`src/akvb_pkg.sv`:
```
// ----------------------------------------------------------------------------
// akvb_pkg
// Shared types and constants of the associative key-value buffer: operation
// codes and the command and status groups between controller and datapath.
// ----------------------------------------------------------------------------
`default_nettype none

package akvb_pkg;

    localparam int KEY_W         = 64;
    localparam int VAL_W         = 64;
    localparam int FUNC_W        = 2;
    localparam int NUM_SLOTS_DEF = 16;

    typedef enum logic [FUNC_W-1:0] {
        FUNC_INSERT = 2'd0,
        FUNC_LOOKUP = 2'd1,
        FUNC_REMOVE = 2'd2
    } func_e_t;

    typedef struct packed {
        logic capture;
        logic compare;
        logic val_write;
        logic key_write;
        logic use_free;
        logic clr_valid;
        logic val_read;
        logic ok;
        logic respond;
    } ctrl_cmd_t;

    typedef struct packed {
        func_e_t func;
        logic    hit;
        logic    has_free;
    } dp_status_t;

endpackage

`default_nettype wire

```
`src/akvb_ctrl.sv`:
```
// ----------------------------------------------------------------------------
// akvb_ctrl
// Request sequencer: capture, compare, apply and respond, deciding the slot
// update from the match and free-slot status of the datapath.
// ----------------------------------------------------------------------------
`default_nettype none

module akvb_ctrl
    import akvb_pkg::*;
(
    input  logic       clk,
    input  logic       rst_n,
    input  logic       start,
    input  dp_status_t status,
    output ctrl_cmd_t  cmd,
    output logic       busy
);

    typedef enum logic [3:0] {
        ST_IDLE  = 4'b0001,
        ST_MATCH = 4'b0010,
        ST_APPLY = 4'b0100,
        ST_DONE  = 4'b1000
    } state_t;

    state_t state_reg;
    state_t state_next;

    always_ff @(posedge clk or negedge rst_n)
    begin
        if (!rst_n)
        begin
            state_reg <= ST_IDLE;
        end
        else
        begin
            state_reg <= state_next;
        end
    end

    always_comb
    begin
        state_next = state_reg;
        cmd        = '0;
        unique case (state_reg)
            ST_IDLE:
            begin
                if (start)
                begin
                    cmd.capture = 1'b1;
                    state_next  = ST_MATCH;
                end
            end
            ST_MATCH:
            begin
                cmd.compare = 1'b1;
                state_next  = ST_APPLY;
            end
            ST_APPLY:
            begin
                unique case (status.func)
                    FUNC_INSERT:
                    begin
                        if (status.hit)
                        begin
                            cmd.val_write = 1'b1;
                            cmd.ok        = 1'b1;
                        end
                        else if (status.has_free)
                        begin
                            cmd.val_write = 1'b1;
                            cmd.key_write = 1'b1;
                            cmd.use_free  = 1'b1;
                            cmd.ok        = 1'b1;
                        end
                    end
                    FUNC_LOOKUP:
                    begin
                        cmd.val_read = status.hit;
                        cmd.ok       = status.hit;
                    end
                    FUNC_REMOVE:
                    begin
                        cmd.clr_valid = status.hit;
                        cmd.ok        = status.hit;
                    end
                    default:
                    begin
                        cmd.ok = 1'b0;
                    end
                endcase
                state_next = ST_DONE;
            end
            ST_DONE:
            begin
                cmd.respond = 1'b1;
                state_next  = ST_IDLE;
            end
            default:
            begin
                state_next = ST_IDLE;
            end
        endcase
    end

    assign busy = (state_reg != ST_IDLE);

`ifndef SYNTH
    a_accept_busy: assert property (@(posedge clk) disable iff (!rst_n)
        (start && !busy) |=> busy)
        else $error("busy not raised after accepting a beat");

    a_respond_free: assert property (@(posedge clk) disable iff (!rst_n)
        cmd.respond |=> !busy)
        else $error("busy still high after result beat");

    a_ok_needs_hit: assert property (@(posedge clk) disable iff (!rst_n)
        (cmd.ok && !cmd.use_free) |-> status.hit)
        else $error("success without a matching slot");
`endif

endmodule

`default_nettype wire

```
`src/akvb_dp.sv`:
```
// ----------------------------------------------------------------------------
// akvb_dp
// Slot storage and matching: request registers, per-slot key registers with
// parallel compare, valid bits, value memory and result registers.
// ----------------------------------------------------------------------------
`default_nettype none

module akvb_dp
    import akvb_pkg::*;
#(
    parameter int NUM_SLOTS = NUM_SLOTS_DEF
)
(
    input  logic              clk,
    input  logic              rst_n,
    input  ctrl_cmd_t         cmd,
    input  logic [FUNC_W-1:0] func,
    input  logic [KEY_W-1:0]  req_key,
    input  logic [VAL_W-1:0]  req_value,
    output dp_status_t        status,
    output logic              success,
    output logic [VAL_W-1:0]  read_value
);

    localparam int IDX_W = $clog2(NUM_SLOTS);

    logic [FUNC_W-1:0]    func_reg;
    logic [KEY_W-1:0]     key_reg;
    logic [VAL_W-1:0]     val_reg;
    logic [KEY_W-1:0]     slot_key_reg [NUM_SLOTS];
    logic [NUM_SLOTS-1:0] slot_valid_reg;
    logic [VAL_W-1:0]     val_mem [NUM_SLOTS];
    logic [VAL_W-1:0]     rdata_reg;
    logic [NUM_SLOTS-1:0] match_vec;
    logic                 hit_any;
    logic [IDX_W-1:0]     hit_idx;
    logic                 free_any;
    logic [IDX_W-1:0]     free_idx;
    logic                 hit_reg;
    logic [IDX_W-1:0]     hit_idx_reg;
    logic                 free_reg;
    logic [IDX_W-1:0]     free_idx_reg;
    logic [IDX_W-1:0]     wr_idx;
    logic                 ok_reg;
    logic                 read_sel_reg;

    always_ff @(posedge clk)
    begin
        if (cmd.capture)
        begin
            func_reg <= func;
            key_reg  <= req_key;
            val_reg  <= req_value;
        end
    end

    for (genvar g = 0; g < NUM_SLOTS; g++)
    begin : g_slot
        assign match_vec[g] = slot_valid_reg[g] && (slot_key_reg[g] == key_reg);

        always_ff @(posedge clk)
        begin
            if (cmd.key_write && (free_idx_reg == IDX_W'(g)))
            begin
                slot_key_reg[g] <= key_reg;
            end
        end
    end

    always_comb
    begin
        hit_any  = 1'b0;
        hit_idx  = '0;
        free_any = 1'b0;
        free_idx = '0;
        for (int i = NUM_SLOTS - 1; i >= 0; i--)
        begin
            if (match_vec[i])
            begin
                hit_any = 1'b1;
                hit_idx = IDX_W'(i);
            end
            if (!slot_valid_reg[i])
            begin
                free_any = 1'b1;
                free_idx = IDX_W'(i);
            end
        end
    end

    always_ff @(posedge clk or negedge rst_n)
    begin
        if (!rst_n)
        begin
            hit_reg        <= 1'b0;
            free_reg       <= 1'b0;
            slot_valid_reg <= '0;
            ok_reg         <= 1'b0;
            read_sel_reg   <= 1'b0;
        end
        else
        begin
            if (cmd.compare)
            begin
                hit_reg  <= hit_any;
                free_reg <= free_any;
            end
            if (cmd.key_write)
            begin
                slot_valid_reg[free_idx_reg] <= 1'b1;
            end
            if (cmd.clr_valid)
            begin
                slot_valid_reg[hit_idx_reg] <= 1'b0;
            end
            if (cmd.respond)
            begin
                ok_reg       <= 1'b0;
                read_sel_reg <= 1'b0;
            end
            else if (cmd.ok || cmd.val_read)
            begin
                ok_reg       <= cmd.ok;
                read_sel_reg <= cmd.val_read;
            end
        end
    end

    always_ff @(posedge clk)
    begin
        if (cmd.compare)
        begin
            hit_idx_reg  <= hit_idx;
            free_idx_reg <= free_idx;
        end
    end

    assign wr_idx = cmd.use_free ? free_idx_reg : hit_idx_reg;

    always_ff @(posedge clk)
    begin
        if (cmd.val_write)
        begin
            val_mem[wr_idx] <= val_reg;
        end
        if (cmd.val_read)
        begin
            rdata_reg <= val_mem[hit_idx_reg];
        end
    end

    assign status.func     = func_e_t'(func_reg);
    assign status.hit      = hit_reg;
    assign status.has_free = free_reg;

    assign success    = cmd.respond && ok_reg;
    assign read_value = (cmd.respond && read_sel_reg) ? rdata_reg : '0;

`ifndef SYNTH
    a_single_match: assert property (@(posedge clk) disable iff (!rst_n)
        cmd.compare |-> $onehot0(match_vec))
        else $error("key held in more than one slot");

    a_fill_free: assert property (@(posedge clk) disable iff (!rst_n)
        cmd.key_write |-> !slot_valid_reg[free_idx_reg])
        else $error("fill targets an occupied slot");

    a_remove_valid: assert property (@(posedge clk) disable iff (!rst_n)
        cmd.clr_valid |-> slot_valid_reg[hit_idx_reg])
        else $error("remove targets an empty slot");
`endif

endmodule

`default_nettype wire

```
`src/associative_key_value_buffer.sv`:
```
// ----------------------------------------------------------------------------
// associative_key_value_buffer
// Fully associative key-value store with insert, lookup and remove requests.
// ----------------------------------------------------------------------------
// A request beat is taken when start is high and busy is low. Each request
// yields one result beat, shown for a single cycle with done high; the
// receiver cannot hold it off, so sample success and read_value while done is high.
// busy stays high from acceptance until the result beat has been shown, so a
// new request is taken only after the last one has finished. The request is
// captured on acceptance; then the key is compared against all slots and the
// lowest free slot is picked, the slot is updated or the value memory read,
// and the result is presented. Slots start empty after reset with no clearing
// pass.
// ----------------------------------------------------------------------------
`default_nettype none

module associative_key_value_buffer
    import akvb_pkg::*;
#(
    parameter int NUM_SLOTS = NUM_SLOTS_DEF
)
(
    input  logic              clk,
    input  logic              rst_n,
    input  logic              start,
    output logic              busy,
    input  logic [FUNC_W-1:0] func,
    input  logic [KEY_W-1:0]  req_key,
    input  logic [VAL_W-1:0]  req_value,
    output logic              done,
    output logic              success,
    output logic [VAL_W-1:0]  read_value
);

    ctrl_cmd_t  cmd;
    dp_status_t status;

    akvb_ctrl u_ctrl (
        .clk    (clk),
        .rst_n  (rst_n),
        .start  (start),
        .status (status),
        .cmd    (cmd),
        .busy   (busy)
    );

    akvb_dp #(
        .NUM_SLOTS (NUM_SLOTS)
    ) u_dp (
        .clk        (clk),
        .rst_n      (rst_n),
        .cmd        (cmd),
        .func       (func),
        .req_key    (req_key),
        .req_value  (req_value),
        .status     (status),
        .success    (success),
        .read_value (read_value)
    );

    assign done = cmd.respond;

endmodule

`default_nettype wire

```
`config.mk`:
```
export PLATFORM = sky130hd
export DESIGN_NAME = associative_key_value_buffer
export DESIGN_NICKNAME = d
export VERILOG_FILES = /design/src/akvb_pkg.sv /design/src/akvb_ctrl.sv /design/src/akvb_dp.sv /design/src/associative_key_value_buffer.sv
export SDC_FILE = /design/constraint.sdc
export NUM_CORES = 2
export LEC_CHECK = 0
export BUFFER_PORTS_ARGS = -buffer_cell sky130_fd_sc_hd__buf_2
export CORE_AREA = 2 2 627 629
export CTS_CLUSTER_DIAMETER = 200
export DETAILED_ROUTE_END_ITERATION = 6
export DIE_AREA = 0 0 629 631
export SLEW_MARGIN = 0
export SYNTH_ARGS = -nofsm -noshare
export SYNTH_HDL_FRONTEND = slang
export SYNTH_SLANG_ARGS = --single-unit
```
`constraint.sdc`:
```
create_clock -name clk -period 9.01 [get_ports clk]
set_input_delay 0.4505 -clock clk [delete_from_list [all_inputs] [get_ports clk]]
set_output_delay 0.4505 -clock clk [all_outputs]
set_load 0.01 [all_outputs]
```
Word level (Yosys, flattened, before mapping)
Memories as Yosys holds them, arrays and structs flattened. A register that Yosys moved wholly into a read port is not among the register bits.
Cells that the tools add are included.
Operators by class
  add/sub/neg operators: 0
  multipliers: 0
  divide/modulo/power cells: 0
  $lt $le $gt $ge: 4
  eq/ne operators: 39
  shift-type cells: 0
  mux-type cells: 169
  bitwise operators: 3
  reductions and logical operators: 62
Operator list (count)
  $eq 64x64->1: 16
  $mux 64: 16
  $reduce_or 64->1: 15
  $mux 4: 33
  $mux 1: 98
  $eq 4x4->1 const B: 9
  $logic_and 1x1->1: 36
  $mux 16: 2
  $mux 3: 10
  $eq 4x3->1 const B: 5
  $and 16x16->16: 1
  $not 16->16: 1
  $or 16x16->16: 1
  $eq 4x2->1 const B: 3
  $pmux 4 s3: 1
  $lt 4x5->1 const B: 2
  $mux 2: 5
  $demux 1 s4: 2
  $eq 4x1->1 const B: 2
  $ge 4x1->1 const B: 2
  $reduce_and 8->1: 1
  $reduce_or 8->1: 1
  $mux 6: 1
  $logic_not 4->1: 1
  12 further kinds: 13
Word-level totals
  flip-flop bits (word level): 162
  latch bits: 0
  RAM bits: 2048
  memory bits (read-only): 0
  input bits: 133
  output and inout bits: 67
  logic and storage cells: 296
  memories: 2
Memories
  u_dp.slot_key_reg: depth 16, width 64, rd ports 16, clocked after Yosys merged registers in 0, write ports 1, line akvb_dp.sv:30  | logic [KEY_W-1:0] slot_key_reg [NUM_SLOTS];
  u_dp.val_mem: depth 16, width 64, rd ports 1, clocked after Yosys merged registers in 1, write ports 1, line akvb_dp.sv:32  | logic [VAL_W-1:0] val_mem [NUM_SLOTS];

Longest topological paths before layout
  word-level depth: 23
  mapped depth: 11
  gate-level depth less buffers: 9

Hierarchy
A second synthesis with hierarchy kept.
Unflattened totals
  cells, all modules: 4556
  area total of the unflattened synthesis: 89246.8 um2
By module, submodules not included
  akvb_dp: times used 1, cells an instance 4527, area each 88962.8 um2, sequential area each 68065.3 um2
  akvb_ctrl: times used 1, cells an instance 29, area each 284.0 um2, sequential area each 101.3 um2

Least setup slack after synthesis
No wires, ideal clock.
  path type: register to register
  start: reg u_ctrl.state_reg[0]
  end: reg u_dp.func_reg[0], enable pin
  arrival: 6.683 ns
  required time: 8.387 ns
  setup slack: 1.704 ns
  stages on the path, launching flop included: 3
  buffers on the path: 0
  cell sequence: dfstp_2 > or4b_2 > nor2_1
RTL lines
  start: declaration: line akvb_ctrl.sv:26  | state_t state_reg;
  start signal: assignment: line akvb_ctrl.sv:37  | state_reg <= state_next;
  end signal: assignment: line akvb_dp.sv:51  | func_reg <= func;
  end: declaration: line akvb_dp.sv:27  | logic [FUNC_W-1:0] func_reg;

Worst setup path in the final report
  start: reg u_ctrl.state_reg[1]
  end: mem u_dp.val_mem[11][36], enable pin
On the way
  word-level cells in the longest chain between the ends: 4
Ends and longest elaborated chain
  $eq 4x3->1 (*): line akvb_ctrl.sv:45  | unique case (state_reg)
  $mux 6 (*): line akvb_ctrl.sv:45
  $mux 1: line akvb_dp.sv:142  | if (cmd.val_write)
  $mux 1 (not written as such): line akvb_dp.sv:144  | val_mem[wr_idx] <= val_reg;
  end: declaration: line akvb_dp.sv:32
Mark *: on every way between the ends. The rest lies on a longest branch, timed or not.

==> summary.md <==
The post-synthesis net count is 4728, and the normalized max-slew margin is 7.05%. Detailed placement finished with a half-perimeter wire length of 156000 um. The cell type with the largest total area after synthesis is edfxtp_1. Once the floorplan was initialized, standard cells occupied 22.9% of the core. Final critical path time including I/O delays and setup: 5.26 ns. For the placed instance count, the log shows 9964.

STA classifies the critical path endpoint as a flop. Synthesis inferred 2274 register bits. TritonCTS built the clock tree. For this block, wires on met1 add up to 104000 um.

The floorplan step defined a core boundary enclosing 391000 um2. Measured along the x axis, the die boundary spans 629 um. STA puts the critical path data required time at 9.49 ns. The highest layer touched by signal routing is met5.

The post-route antenna net violation count is 0, and the register area is 68200 um2. The max-cap check violation count was 0. Leaving out fill and tap cells, the most frequent cell in the layout is edfxtp_1. The tools report the summed negative setup slack over all endpoints as 0 ns. For the design area, the log shows 106000 um2.

Setup repair after global routing left no endpoint under its margin. Portion of synthesized cell area occupied by the leading cell type: 75.5%. The flow ran to the end, but the final reports show violations. The distinct cell type count of the synthesized netlist is 80. Clock-pin slew was measured on the worst setup and hold paths at 0.07 ns. The average detailed-routed wire length per instance came out at 24.4 um. Worst hold path class: input pin to async pin. The post-route netlist has 20.1% of its cells at a drive strength greater than 1. The aggregate global-route resource usage was 12.5%.

The top cell types in the final layout, fill and taps aside, are edfxtp_1 (2250), xnor2_1 (388), xor2_1 (361). The first detailed-routing pass ran for 7 iterations. For this block, the initial DRC count from the detailed router was 6189.

In the final design database the tool counted 5241 nets. During placement, the flow inserted port buffers numbering 199. Power density over cell area: 234 nW/um2.

The logs give 0 for the max-slew violation total from the final report and 19500 um for the routed length on met3. Each instance of the synthesized netlist takes up on average 19.5 um2. CTS saw 2274 sinks. The highest clock rate was 190 MHz. The post-detailed-route via-to-cell ratio was 4.43; the wire length of the first global-routing pass was 359000 um. For this block, the routed nets add up to 257000 um of wire.

The measured slew at the worst slew-check pin works out to 1.38 ns. Clock tree synthesis selected as its root buffer the cell clkbuf_16. The die covers 397000 um2. The share of the core filled with cells came out at 27.1%.

The worst-case clock skew is 0.0965 ns, and the count of flip-flops with a built-in enable after synthesis is 2250. Entering global routing, the biggest net connects 141 pins. Sequential cells were found to cover 76.2% of the synthesized design area.

The checks that failed: design-rule violations. Compared with the post-synthesis result, the final layout area differs by 18.3%. The overflow left after global routing was 0. By area the synthesized netlist is led by edfxtp_1 (75%), mux4_2 (8.1%), xnor2_1 (3.8%), xor2_1 (3.5%), nand4_1 (0.93%). For this run, the leading register cell type out of synthesis is edfxtp_1. In this run the number of H-tree levels came out at 4. Number of antenna violations at the first check in global routing: 40. Synthesis produced a netlist whose cell count is 4591. For this run, design rule violations remaining after detail routing come to 2. The mapped netlist covers 89500 um2. At the worst endpoint, the arrival time is 5.74 ns. The run gives 46600 as the total number of vias. Of all nets on the critical path, the largest fanout is 37. Combined area of the multi-input logic cells: 20000 um2. At the later pin of the worst-skew pair, clock insertion delay measures 0.92 ns. After detailed placement, the total cell area comes to 97500 um2. For this run, the number of Yosys warnings is 0. The number of inserted filler cells in the final layout is 39100.

The worst setup path is of the flop to flop kind. At the end of routability-driven placement, the weighted congestion stood at 0.923. The final setup violation count is 0, and the count of standard-cell rows is 230. The largest voltage drop on the vdd net is 163 uV. The y dimension of the die came out at 631 um. The category of the worst setup path launch point is a flop.

The clock passes through at most 4 buffers. The number of placed I/O pins was 200; the number of hold violations in the final report was 0. Hold is met by 0.228 ns. Clock tree synthesis inserted a total of 226 buffers. The tools report the via count of the first global-routing pass as 46400.

The worst path uses 58.4% of the clock period. In the detailed route, the total length drawn on met2 is 125000 um. The async set or reset register ratio after synthesis was 1.06%.

The logs give 10500 for the final instance count without filler cells and 32.8 nW for the static power due to leakage.
worst max-delay path, stage by stage, from the launching register on:
cell	delay [ns]
dfrtp_1	0.44
nor4b_2	0.63
nand2_1	0.16
nor3b_1	0.95
nand3_1	0.49
o21ai_0	0.26
nand2_1	0.31
nor2_4	0.91
buf_4	0.69
metrics by stage:
stage               total power [mW]  setup WS [ns]
floorplan                       14.4           1.70
global placement                15.8           3.67
detailed placement              15.8           3.74
CTS                             25.0           3.70
global route                    25.5           3.26
finish                          24.8           3.75
path summary, 6_finish.rpt:
path	to	start	depth (start not counted)	slack, ns
worst max-delay path	u_dp.val_mem[11][36]	u_ctrl.state_reg[1]	8	3.75
worst min-delay path	u_dp.slot_valid_reg[15]	rst_n	2	0.23
worst max register to register	u_dp.val_mem[11][36]	u_ctrl.state_reg[1]	8	3.75
worst min register to register	u_dp.ok_reg	u_dp.ok_reg	2	0.55
max in group asynchronous	u_dp.slot_valid_reg[2]	rst_n	2	8.33
min in group clk	u_dp.val_reg[44]	req_value[44]	2	0.29
cell families after synthesis:
| group | share of synthesized area, % |
|---|---|
| flops | 76.2 |
| xor+xnor | 7.35 |
| simple gates | 4.03 |
| buf+inv | 1.70 |
| mux | 8.05 |
| compound gates | 2.65 |
| fa+ha+maj | 0.0559 |
power by group:
part           leakage [nW]  internal (mW)  switching, mW
Sequential             20.6           12.3          0.341
Clock                  3.43           5.14           3.99
Combinational          8.77          0.936           2.10
Total                  32.8           18.4           6.42
routing by layer:
metal / vias up / track usage, %
met5: - / 0
met4: 6 / 3.69
met3: 469 / 1.91
met2: 2246 / 21.2
met1: 24500 / 16.4
li1: 19400 / -
layout make-up:
cell class                 instances  area share [%]
inverter                         121           0.434
multi-input combinational       1981            18.9
sequential                      2274            64.4
clock inverter                   130            1.11
timing repair buffer             500            3.42
tap                             5220            6.17
antenna                            4         0.00945
clock buffer                     274            5.53
Yosys cell counts, types with 6 or more instances:
library cell / count
buf_4: 17
nand3b_1: 6
xor2_1: 361
buf_2: 93
o21ai_0: 20
clkbuf_1: 66
a2bb2oi_1: 10
a22o_1: 17
xnor2_1: 388
nand2_1: 24
o2111ai_1: 20
o22a_1: 11
o2bb2ai_1: 30
nand3_1: 23
nor4_1: 122
mux4_2: 320
and4_1: 9
nand4_1: 133
nor2b_1: 27
a21oi_1: 12
inv_1: 100
nand2b_1: 62
dfrtp_1: 23
o221ai_1: 10
a22oi_1: 26
nor3_1: 34
a2111oi_0: 9
a222oi_1: 9
buf_6: 8
and3_1: 69
o22ai_1: 72
nor2_1: 58
inv_2: 17
a221oi_1: 21
buf_1: 30
edfxtp_1: 2250
timing repair:
action	4_1_cts	5_1_grt
setup buffers	0	0
hold buffers	132	0
endpoints found under the hold margin	155	0
gates resized for setup	0	0
Note: power is estimated with default switching activity, not from simulation.
